### src/sv/xcrd_pkg.sv
`timescale 1ns / 1ps
`default_nettype none
package xcrd_pkg;

  localparam int unsigned ByteW    = 8;
  localparam int unsigned TickW    = 16;
  localparam int unsigned CfgIdxW  = 1;
  localparam int unsigned CfgDataW = 16;

  localparam logic [ByteW-1:0] StartByteReset    = 8'h00;
  localparam logic [TickW-1:0] TimeoutTicksReset = 16'd100;
  localparam logic [TickW-1:0] TickMax           = 16'hFFFF;

  // configuration register indexes
  typedef enum logic [CfgIdxW-1:0] {
    CFG_START_BYTE    = 1'b0,
    CFG_TIMEOUT_TICKS = 1'b1
  } cfg_idx_t;

  // event kinds
  typedef enum logic [1:0] {
    FN_ARM    = 2'd0,
    FN_BYTE   = 2'd1,
    FN_TICK   = 2'd2,
    FN_UNUSED = 2'd3
  } func_t;

  // frame status codes
  typedef enum logic [1:0] {
    ST_OK       = 2'd0,
    ST_TIMEOUT  = 2'd1,
    ST_LENGTH   = 2'd2,
    ST_CHECKSUM = 2'd3
  } status_t;

  typedef enum logic [2:0] {
    PH_IDLE   = 3'd0,
    PH_HUNT   = 3'd1,
    PH_LENGTH = 3'd2,
    PH_DATA   = 3'd3,
    PH_CHECK  = 3'd4
  } phase_t;

  localparam logic KindPayload = 1'b0;
  localparam logic KindStatus  = 1'b1;

  typedef struct packed {
    logic [1:0]       func;
    logic [ByteW-1:0] arm_len;
    logic [ByteW-1:0] rx_byte;
  } item_t;

  typedef struct packed {
    logic             kind;
    logic [ByteW-1:0] byte_index;
    logic [ByteW-1:0] data_byte;
    logic [1:0]       status;
    logic             last;
  } result_t;

  // handoff between the input register and the frame engine
  typedef struct packed {
    logic  valid;
    item_t item;
  } staged_t;

endpackage
`default_nettype wire

### src/sv/xcrd_ifs.sv
`timescale 1ns / 1ps
`default_nettype none
interface xcrd_in_if;
  logic       valid;
  logic       ready;
  logic [1:0] func;
  logic [7:0] arm_len;
  logic [7:0] rx_byte;

  modport source (output valid, output func, output arm_len, output rx_byte,
                  input ready);
  modport sink   (input valid, input func, input arm_len, input rx_byte,
                  output ready);
endinterface

interface xcrd_out_if;
  logic       valid;
  logic       ready;
  logic       kind;
  logic [7:0] byte_index;
  logic [7:0] data_byte;
  logic [1:0] status;
  logic       last;

  modport source (output valid, output kind, output byte_index, output data_byte,
                  output status, output last, input ready);
  modport sink   (input valid, input kind, input byte_index, input data_byte,
                  input status, input last, output ready);
endinterface
`default_nettype wire

### src/sv/xcrd_in_stage.sv
`timescale 1ns / 1ps
`default_nettype none
module xcrd_in_stage (
  input  wire logic            clk,
  input  wire logic            rst_n,
  xcrd_in_if.sink              in_bus,
  input  wire logic            take,
  output xcrd_pkg::staged_t    staged
);
  import xcrd_pkg::*;

  logic  valid_r, valid_nxt;
  item_t item_r;
  logic  load;

  // room when empty or when the held beat moves on this cycle
  assign in_bus.ready = !valid_r || take;
  assign load         = in_bus.valid && in_bus.ready;
  assign valid_nxt    = load || (valid_r && !take);

  always_ff @(posedge clk) begin
    if (!rst_n) begin
      valid_r <= 1'b0;
    end else begin
      valid_r <= valid_nxt;
    end
  end

  // payload capture
  always_ff @(posedge clk) begin
    if (load) begin
      item_r <= '{func: in_bus.func, arm_len: in_bus.arm_len,
                  rx_byte: in_bus.rx_byte};
    end
  end

  assign staged = '{valid: valid_r, item: item_r};

endmodule
`default_nettype wire

### src/sv/xcrd_engine.sv
`timescale 1ns / 1ps
`default_nettype none
module xcrd_engine (
  input  wire logic                           clk,
  input  wire logic                           rst_n,
  input  wire logic                           cfg_we,
  input  wire logic [xcrd_pkg::CfgIdxW-1:0]   cfg_index,
  input  wire logic [xcrd_pkg::CfgDataW-1:0]  cfg_data,
  input  xcrd_pkg::staged_t                   staged,
  input  wire logic                           take,
  output logic                                res_valid,
  output xcrd_pkg::result_t                   res
);
  import xcrd_pkg::*;

  logic [ByteW-1:0] start_byte_r;
  logic [TickW-1:0] timeout_ticks_r;

  phase_t           phase_r, phase_nxt;
  logic [ByteW-1:0] wanted_r, wanted_nxt;
  logic [ByteW-1:0] count_r, count_nxt;
  logic [ByteW-1:0] xor_r, xor_nxt;
  logic [TickW-1:0] elapsed_r, elapsed_nxt;

  logic             fire;
  func_t            func;
  logic [ByteW-1:0] b;
  logic [ByteW-1:0] count_inc;
  logic [TickW-1:0] elapsed_inc;
  logic             timed_out;

  assign fire        = staged.valid && take;
  assign func        = func_t'(staged.item.func);
  assign b           = staged.item.rx_byte;
  assign count_inc   = count_r + 1'b1;
  assign elapsed_inc = (elapsed_r != TickMax) ? elapsed_r + 1'b1 : elapsed_r;
  assign timed_out   = elapsed_inc >= timeout_ticks_r;

  // configuration registers
  always_ff @(posedge clk) begin
    if (!rst_n) begin
      start_byte_r    <= StartByteReset;
      timeout_ticks_r <= TimeoutTicksReset;
    end else if (cfg_we) begin
      case (cfg_idx_t'(cfg_index))
        CFG_START_BYTE:    start_byte_r    <= cfg_data[ByteW-1:0];
        CFG_TIMEOUT_TICKS: timeout_ticks_r <= cfg_data[TickW-1:0];
        default: ;
      endcase
    end
  end

  // next state
  always_comb begin
    phase_nxt   = phase_r;
    wanted_nxt  = wanted_r;
    count_nxt   = count_r;
    xor_nxt     = xor_r;
    elapsed_nxt = elapsed_r;
    if (fire) begin
      if (func == FN_ARM) begin
        wanted_nxt  = staged.item.arm_len;
        count_nxt   = '0;
        xor_nxt     = '0;
        elapsed_nxt = '0;
        phase_nxt   = PH_HUNT;
      end else if (phase_r != PH_IDLE) begin
        if (func == FN_TICK) begin
          elapsed_nxt = elapsed_inc;
          if (timed_out) phase_nxt = PH_IDLE;
        end else if (func == FN_BYTE) begin
          case (phase_r)
            PH_HUNT: begin
              if (b == start_byte_r) phase_nxt = PH_LENGTH;
            end
            PH_LENGTH: begin
              if (b != wanted_r) begin
                phase_nxt = PH_IDLE;
              end else begin
                xor_nxt   = b;
                count_nxt = '0;
                phase_nxt = (wanted_r == '0) ? PH_CHECK : PH_DATA;
              end
            end
            PH_DATA: begin
              xor_nxt   = xor_r ^ b;
              count_nxt = count_inc;
              if (count_inc >= wanted_r) phase_nxt = PH_CHECK;
            end
            PH_CHECK: phase_nxt = PH_IDLE;
            default:  phase_nxt = PH_IDLE;
          endcase
        end
      end
    end
  end

  // result for the current beat
  always_comb begin
    res_valid = 1'b0;
    res       = '{kind: KindPayload, byte_index: '0, data_byte: '0,
                  status: ST_OK, last: 1'b0};
    if (fire && func != FN_ARM && phase_r != PH_IDLE) begin
      if (func == FN_TICK) begin
        if (timed_out) begin
          res_valid  = 1'b1;
          res.kind   = KindStatus;
          res.status = ST_TIMEOUT;
          res.last   = 1'b1;
        end
      end else if (func == FN_BYTE) begin
        case (phase_r)
          PH_LENGTH: begin
            if (b != wanted_r) begin
              res_valid  = 1'b1;
              res.kind   = KindStatus;
              res.status = ST_LENGTH;
              res.last   = 1'b1;
            end
          end
          PH_DATA: begin
            res_valid      = 1'b1;
            res.byte_index = count_r;
            res.data_byte  = b;
          end
          PH_CHECK: begin
            res_valid  = 1'b1;
            res.kind   = KindStatus;
            res.status = (b == xor_r) ? ST_OK : ST_CHECKSUM;
            res.last   = 1'b1;
          end
          default: ;
        endcase
      end
    end
  end

  // frame state
  always_ff @(posedge clk) begin
    if (!rst_n) begin
      phase_r   <= PH_IDLE;
      wanted_r  <= '0;
      count_r   <= '0;
      xor_r     <= '0;
      elapsed_r <= '0;
    end else begin
      phase_r   <= phase_nxt;
      wanted_r  <= wanted_nxt;
      count_r   <= count_nxt;
      xor_r     <= xor_nxt;
      elapsed_r <= elapsed_nxt;
    end
  end

endmodule
`default_nettype wire

### src/sv/xcrd_out_stage.sv
`timescale 1ns / 1ps
`default_nettype none
module xcrd_out_stage (
  input  wire logic          clk,
  input  wire logic          rst_n,
  input  wire logic          res_valid,
  input  xcrd_pkg::result_t  res,
  output logic               take,
  xcrd_out_if.source         out_bus
);
  import xcrd_pkg::*;

  logic    valid_r;
  result_t res_r;

  // the register refills when empty or drained this cycle
  assign take = !valid_r || out_bus.ready;

  always_ff @(posedge clk) begin
    if (!rst_n) begin
      valid_r <= 1'b0;
    end else if (take) begin
      valid_r <= res_valid;
    end
  end

  always_ff @(posedge clk) begin
    if (take && res_valid) begin
      res_r <= res;
    end
  end

  assign out_bus.valid      = valid_r;
  assign out_bus.kind       = res_r.kind;
  assign out_bus.byte_index = res_r.byte_index;
  assign out_bus.data_byte  = res_r.data_byte;
  assign out_bus.status     = res_r.status;
  assign out_bus.last       = res_r.last;

endmodule
`default_nettype wire

### src/sv/xor_checked_response_deframer.sv
`timescale 1ns / 1ps
`default_nettype none
// Deframer for responses of the form [start][length][data...][xor check]. Each
// input beat is one event: arm (expected length, clears the tick count), a
// received byte, or a timer tick. Payload bytes come out with their index; one
// status beat (ok, timeout, length mismatch, checksum error) with last set ends
// each armed frame that is not dropped by a re-arm. An event passes from the
// input register through the combinational frame engine into the output
// register, so a beat is accepted every cycle while the output side keeps up.
// Configuration (index 0 start byte, index 1 timeout in ticks) must be written
// by the user only while no frame work is pending; the block does not check.
module xor_checked_response_deframer (
  input  wire logic                           clk,
  input  wire logic                           rst_n,
  input  wire logic                           cfg_we,
  input  wire logic [xcrd_pkg::CfgIdxW-1:0]   cfg_index,
  input  wire logic [xcrd_pkg::CfgDataW-1:0]  cfg_data,
  xcrd_in_if.sink                             in_bus,
  xcrd_out_if.source                          out_bus
);
  import xcrd_pkg::*;

  staged_t staged;
  logic    take;
  logic    res_valid;
  result_t res;

  xcrd_in_stage u_in (
    .clk    (clk),
    .rst_n  (rst_n),
    .in_bus (in_bus),
    .take   (take),
    .staged (staged)
  );

  xcrd_engine u_engine (
    .clk       (clk),
    .rst_n     (rst_n),
    .cfg_we    (cfg_we),
    .cfg_index (cfg_index),
    .cfg_data  (cfg_data),
    .staged    (staged),
    .take      (take),
    .res_valid (res_valid),
    .res       (res)
  );

  xcrd_out_stage u_out (
    .clk       (clk),
    .rst_n     (rst_n),
    .res_valid (res_valid),
    .res       (res),
    .take      (take),
    .out_bus   (out_bus)
  );

endmodule
`default_nettype wire

### src/flat_wrapper.sv
// flat-port wrapper written by rule: the top's interface ports become plain ports
module xor_checked_response_deframer_flat import xcrd_pkg::*;
  (clk, rst_n, cfg_we, cfg_index, cfg_data, in_bus_valid, in_bus_func, in_bus_arm_len, in_bus_rx_byte, in_bus_ready, out_bus_valid, out_bus_kind, out_bus_byte_index, out_bus_data_byte, out_bus_status, out_bus_last, out_bus_ready);
  xcrd_in_if in_bus_i ();
  xcrd_out_if out_bus_i ();
  input  wire logic clk;
  input  wire logic rst_n;
  input  wire logic cfg_we;
  input  wire logic [xcrd_pkg::CfgIdxW-1:0] cfg_index;
  input  wire logic [xcrd_pkg::CfgDataW-1:0] cfg_data;
  input wire logic [$bits(in_bus_i.valid)-1:0] in_bus_valid;
  input wire logic [$bits(in_bus_i.func)-1:0] in_bus_func;
  input wire logic [$bits(in_bus_i.arm_len)-1:0] in_bus_arm_len;
  input wire logic [$bits(in_bus_i.rx_byte)-1:0] in_bus_rx_byte;
  output wire logic [$bits(in_bus_i.ready)-1:0] in_bus_ready;
  output wire logic [$bits(out_bus_i.valid)-1:0] out_bus_valid;
  output wire logic [$bits(out_bus_i.kind)-1:0] out_bus_kind;
  output wire logic [$bits(out_bus_i.byte_index)-1:0] out_bus_byte_index;
  output wire logic [$bits(out_bus_i.data_byte)-1:0] out_bus_data_byte;
  output wire logic [$bits(out_bus_i.status)-1:0] out_bus_status;
  output wire logic [$bits(out_bus_i.last)-1:0] out_bus_last;
  input wire logic [$bits(out_bus_i.ready)-1:0] out_bus_ready;
  assign in_bus_i.valid = in_bus_valid;
  assign in_bus_i.func = in_bus_func;
  assign in_bus_i.arm_len = in_bus_arm_len;
  assign in_bus_i.rx_byte = in_bus_rx_byte;
  assign in_bus_ready = in_bus_i.ready;
  assign out_bus_valid = out_bus_i.valid;
  assign out_bus_kind = out_bus_i.kind;
  assign out_bus_byte_index = out_bus_i.byte_index;
  assign out_bus_data_byte = out_bus_i.data_byte;
  assign out_bus_status = out_bus_i.status;
  assign out_bus_last = out_bus_i.last;
  assign out_bus_i.ready = out_bus_ready;
  xor_checked_response_deframer u_core (.clk(clk), .rst_n(rst_n), .cfg_we(cfg_we), .cfg_index(cfg_index), .cfg_data(cfg_data), .in_bus(in_bus_i), .out_bus(out_bus_i));
endmodule
### config.mk
export PLATFORM = sky130hd
export DESIGN_NAME = xor_checked_response_deframer_flat
export DESIGN_NICKNAME = d
export VERILOG_FILES = /design/src/sv/xcrd_pkg.sv /design/src/sv/xcrd_ifs.sv /design/src/sv/xcrd_in_stage.sv /design/src/sv/xcrd_engine.sv /design/src/sv/xcrd_out_stage.sv /design/src/sv/xor_checked_response_deframer.sv /design/src/flat_wrapper.sv
export SDC_FILE = /design/constraint.sdc
export NUM_CORES = 1
export LEC_CHECK = 0
export BUFFER_PORTS_ARGS = -buffer_cell sky130_fd_sc_hd__buf_2
export CELL_PAD_IN_SITES_DETAIL_PLACEMENT = 1
export CELL_PAD_IN_SITES_GLOBAL_PLACEMENT = 1
export CORE_MARGIN = 2
export CORE_UTILIZATION = 41
export DETAILED_ROUTE_END_ITERATION = 12
export MAX_ROUTING_LAYER = met4
export PLACE_DENSITY_LB_ADDON = 0.1
export SETUP_SLACK_MARGIN = 0.02
export SYNTH_ARGS = -nofsm -noshare
export SYNTH_HDL_FRONTEND = slang
export SYNTH_SLANG_ARGS = --single-unit
### constraint.sdc
create_clock -name clk -period 4.3 [get_ports clk]
set_clock_uncertainty 0.15 [all_clocks]
set_input_delay 0 -clock clk [delete_from_list [all_inputs] [get_ports clk]]
set_output_delay 0 -clock clk [all_outputs]
set_load 0.03 [all_outputs]
# [After elaboration in Yosys (flattened, before gate mapping)]
# Cells that the tools add are included.
[totals] reg_bits=107 in_bits=40 output_inout_bits=22 elab_cells=111
[classes] addsub=2 n_lt_le_gt_ge=2 eq_ne=15 n_mux=41 n_bitwise=5 n_reduce_logical=29
[ops] cell="$mux 16" count=5
[ops] cell="$mux 8" count=10
[ops] cell="$mux 3" count=11
[ops] cell="$pmux 8 s2" count=2
[ops] cell="$mux 20" count=1
[ops] cell="$add 16x1->16 const B" count=1
[ops] cell="$eq 8x8->1" count=2
[ops] cell="$ge 16x16->1" count=1
[ops] cell="$ne 16x16->1 const B" count=1
[ops] cell="$reduce_and 6->1" count=2
[ops] cell="$pmux 3 s3" count=1
[ops] cell="$reduce_bool 3->1" count=3
[ops] cell="$add 8x1->8 const B" count=1
[ops] cell="$ge 8x8->1" count=1
[ops] cell="$logic_not 8->1" count=1
[ops] cell="$ne 4x4->1 const B" count=2
[ops] cell="$ne 8x8->1" count=1
[ops] cell="$reduce_bool 2->1" count=4
[ops] cell="$xor 8x8->8" count=1
[ops] cell="$eq 3x2->1 const B" count=2
[ops] cell="$logic_and 1x1->1" count=6
[ops] cell="$mux 1" count=6
[ops] cell="$ne 3x3->1 const B" count=2
[ops] cell="$pmux 3 s2" count=1
[ops] cell="15 further kinds" count=26

# [Longest topological paths before layout]
[logic_depth] ltp_word=8 depth_mapped=13

# [Cells and area by module]
# Synthesis repeated with hierarchy kept, for this count alone.
[unflattened] cells_unflattened=601 area_unflattened_um2=5642.9
[by_module_without_submodules] module="xcrd_engine" instances=1 cells_each=552 area_per_inst_um2=4379.2 seq_area_each_um2=1341.3
[by_module_without_submodules] module="xcrd_out_stage" instances=1 cells_each=25 area_per_inst_um2=658.1 seq_area_each_um2=620.6
[by_module_without_submodules] module="xcrd_in_stage" instances=1 cells_each=24 area_per_inst_um2=605.6 seq_area_each_um2=560.5

# [Worst setup path after synthesis]
# Ideal clock, no wire load.
[synth_path] path_kind="reg2reg" from="reg u_core.u_engine.elapsed_r[0]" to="reg u_core.u_out.res_r, in the netlist u_core.u_out.out_bus.byte_index[0], enable pin" setup_ns=0.386 arrival_ns=3.199 t_required_ns=3.764 path_slack_ns=0.565 stages_incl_launch_ff=13 path_cell_list="dfxtp_1 ha_1 nand3_1 nor2_1 nand2_2 mux2_4 ha_1 nor2b_1 o211a_1 o311ai_0 nand3_1 a21oi_1 nand2_1"
[synth_via] elab_chain_cells=7 word_cells_on_any_way=8 classes_between="1 x add/sub; 1 x order compare; 1 x eq/ne; 4 x mux; 1 x reduce/logical"
[synth_lines] element="from (decl)" line_no="xcrd_engine.sv:23" source="logic [TickW-1:0] elapsed_r, elapsed_nxt;"
[synth_lines] element="from (signal assigned)" line_no="xcrd_engine.sv:151" source="elapsed_r <= elapsed_nxt;"
[synth_lines] element="$add 16x1->16 or $ne 16x16->1 (tied branches)" line_no="xcrd_engine.sv:36" source="assign elapsed_inc = (elapsed_r != TickMax) ? elapsed_r + 1'b1 : elapsed_r;"
[synth_lines] element="$mux 16 *" line_no="xcrd_engine.sv:36"
[synth_lines] element="$ge 16x16->1 *" line_no="xcrd_engine.sv:37" source="assign timed_out = elapsed_inc >= timeout_ticks_r;"
[synth_lines] element="$mux 1 *" line_no="xcrd_engine.sv:105" source="if (timed_out) begin"
[synth_lines] element="$mux 1 *" line_no="xcrd_engine.sv:104" source="if (func == FN_TICK) begin"
[synth_lines] element="$mux 1 *" line_no="xcrd_engine.sv:103" source="if (fire && func != FN_ARM && phase_r != PH_IDLE) begin"
[synth_lines] element="$logic_and 1x1->1 *" line_no="xcrd_out_stage.sv:28" source="if (take && res_valid) begin"
[synth_lines] element="to (signal assigned)" line_no="xcrd_out_stage.sv:29" source="res_r <= res;"
[synth_lines] element="to (decl)" line_no="xcrd_out_stage.sv:14" source="result_t res_r;"
# Every way passes the cells marked *; elsewhere a longest branch is shown, timed or not.
# A chain may end at the register's enable or synchronous reset.

# [Final worst setup path]
[layout_path] from="reg u_core.u_engine.elapsed_r[0]" to="reg u_core.u_out.res_r, in the netlist u_core.u_out.out_bus.status[1], enable pin"
# The elaborated chain is that of the path after synthesis.

==> impl_metrics.toml <==
[finish]
drive_gt1_frac = 0.145
final_cells = 858
finish.utilization = 0.504
area_growth_syn_to_layout_pct = 20.2
final_nets = 743
largest_reg_flops = 18
antennaDiodeCount = 0

[cts]
cts_tree = "done"
cts_htree_levels = 3
insertion_delay_ns = 0.36
clockBufferDepth = 2
clockRootBuffer = "clkbuf_16"
cts_buffers = 9
clkSlewWorstSetupHoldPaths_ns = 0.08
cts_sinks = 106
post_cts_buffers = 0

[sta]
period_minus_slack_ns = 3.98
fin_setup_tns_ns = 0
hold_viol_final = 0
fin_crit_sh = 0.925
setup_viol = 0
slew_violations = 0
relSlewSlack = 0.256
whs_ns = 0.0430
rsz0062_at_grt = "false"
worstMarginPinSlew_ns = 1.10
fmax_mhz = 251

[floorplanning]
start_util = 0.419
die_w_um = 120
die_height_um = 120
dieArea_mm2 = 0.0145
num_rows = 42
io_pins = 62
core_region_area_mm2 = 0.0132

[power]
clock_power_share = 0.393
power_density_mw_per_mm2 = 314
ir_worst_vdd_mv = 0.260
power_switching_mw = 0.534
p_leak_nw = 2.67
intPower_mw = 1.56
seqPwrFrac = 0.525
pwr-share-comb = 0.082
power.total_mw = 2.09
swShare = 0.255

[yosys]
ys_top_cells_by_area = "dfxtp_1, edfxtp_1, ha_1"
syn-num-nets = 658
yosysWarnings = 0
syn_avg_cell_area_um2 = 9.38
ys_seq_elements = 106
synth_ff_type = "dfxtp_1"
yosysTopAreaCell = "dfxtp_1"
seq_area_frac_synth = 0.449
async_flop_share = 0
synth_cell_types = 57
synth_edf_count = 37
synth_area_mm2 = 0.00555
syn_inst = 592
synth.top_cell.area_share = 0.249

[global_routing]
overflow = 0
grt_pass1_vias = 4716
grt_pass1_wl_mm = 24.4
grt_max_degree = 33
antenna_found_initial = 0
grt_usage = 0.222

[placed_design]
portBuffers = 61
placedCellCount = 803
dp_hpwl_mm = 10.6
gp_congestion = 0.864

[route]
drt_iter0_markers = 130
antenna_left = 0
wl_mm = 14.7
route.detailed.drc = 0
vias = 4581
wl_per_cell_um = 17.1
post_drt_via_cell_ratio = 5.34
dr.pass1.iters = 4

[critical_path]
cpMaxStageDelayCell = "dfxtp_1"
cp-start-kind = "register"
crit_family = "simple AND/OR/NAND/NOR gates"
crit_required_ns = 4.27
critPathBufInv = 1
critPathMaxStageDelay_ns = 0.44
critical_path_class = "reg2reg"
endpoint_kind = "register"
arrival_ns = 3.95
critPathMaxFanout = 10
crit_chain = "ha_1, nand3_1, nor2_1, nand2_2, mux2_4, ha_1, nor2b_1, o211a_1, o311ai_1, nand3_1, a21oi_2, nand2_1, buf_4"

[job]
drv_cap = 0

[worst_hold_path]
min_path_type = "in2reg"

[status]
status = "complete, no violations"
-- layer usage --
| metal | track usage | up-vias | wire [um] |
|---|---|---|---|
| met5 | - | - | 0 |
| met4 | 0.0610 | 0 | 174 |
| met3 | 0.0401 | 13 | 539 |
| met1 | 0.299 | 2218 | 7190 |
| li1 | - | 2261 | - |
| met2 | 0.347 | 89 | 6800 |
-- worst paths after layout --
check / start / endpoint / slack, ns / cells after the start
setup / recovery: u_core.u_engine.elapsed_r[0] / u_core.u_out.out_bus.status[1] / 0.32 / 13
hold / removal: cfg_index / u_core.u_engine.start_byte_r[0] / 0.04 / 4
setup reg to reg: u_core.u_engine.elapsed_r[0] / u_core.u_out.out_bus.status[1] / 0.32 / 13
hold reg to reg: u_core.u_engine.timeout_ticks_r[10] / u_core.u_engine.timeout_ticks_r[10] / 0.31 / 2
-- worst reg2reg max path, delay by kind of cell (launching register included) --
family	cells	cell delay, ns
AND/OR/NAND/NOR	6	1.21
AO/OA/AOI/OAI	3	0.80
adder cells (fa/ha/maj)	2	0.59
flip-flops	1	0.44
multiplexers	1	0.35
buffers and inverters	1	0.19
-- cells in the final DEF (no fill, tap or decap), drive strengths merged, types with 5 or more instances in the layout --
master / instances
edfxtp: 37
nand2: 67
nor2: 41
dfxtp: 69
o21ai: 15
a211oi: 5
inv: 31
xnor2: 36
nand4: 6
ha: 26
a21oi: 42
and3: 19
nand3b: 5
dlygate4sd3: 39
nor2b: 18
buf: 67
nor4: 5
nand3: 18
xor2: 11
o211ai: 5
o21a: 7
mux2i: 18
a22oi: 15
nor3: 16
o2bb2ai: 8
clkbuf: 9
-- stage by stage --
stage	worst slack (ns)	instance area, um2
6_report	0.320	6680
2_1_floorplan	0.565	5550
4_1_cts	0.173	6660
3_3_place_gp	0.447	5980
3_5_place_dp	0.209	5980
5_1_grt	0.0749	6680
-- what timing repair did --
item                                   CTS  global route
setup endpoints to repair                0            19
hold buffers                            39             0
endpoints found under the hold margin   52             0
resized for setup                        0             4
-- kinds of logic after synthesis --
family	after synthesis	share of synthesized area
AND/OR/NAND/NOR	215	0.197
AO/OA/AOI/OAI	118	0.139
flip-flops	106	0.449
buffers and inverters	60	0.0453
XOR/XNOR	47	0.0741
adder cells (fa/ha/maj)	26	0.0586
multiplexers	20	0.0372
-- synthesized netlist by cell type (5+ instances only) --
cell type,instances
ha_1,26
clkbuf_1,12
nor2_1,40
nor2b_1,18
dfxtp_1,69
nand3_1,17
xnor2_1,36
xor2_1,11
buf_2,16
a211oi_1,5
a22oi_1,15
mux2i_1,18
a21oi_1,42
o211ai_1,5
edfxtp_1,37
and3_1,19
nand2_1,64
inv_1,27
o21ai_0,13
nand4_1,6
o21a_1,7
nor3_1,13
o2bb2ai_1,8
nand3b_1,5
-- cell type report --
| class | instances | area [um2] |
|---|---|---|
| Clock inverter | 7 | 70.1 |
| Inverter | 28 | 105 |
| Fill cell | 1554 | 6570 |
| Timing Repair Buffer | 106 | 741 |
| Multi-Input combinational cell | 426 | 2820 |
| Sequential cell | 106 | 2490 |
| Tap cell | 176 | 220 |
| Clock buffer | 9 | 225 |
-- power by group through the flow --
stage / clock network (mW) / registers, mW / logic [mW]
after floorplan: 0 / 1.10 / 0.117
after global placement: 0 / 1.12 / 0.138
after detailed placement: 0 / 1.12 / 0.144
after CTS: 0.847 / 1.10 / 0.171
after global routing: 0.887 / 1.10 / 0.194
final: 0.823 / 1.10 / 0.172
No activity file was read; power rests on OpenSTA's default activity.
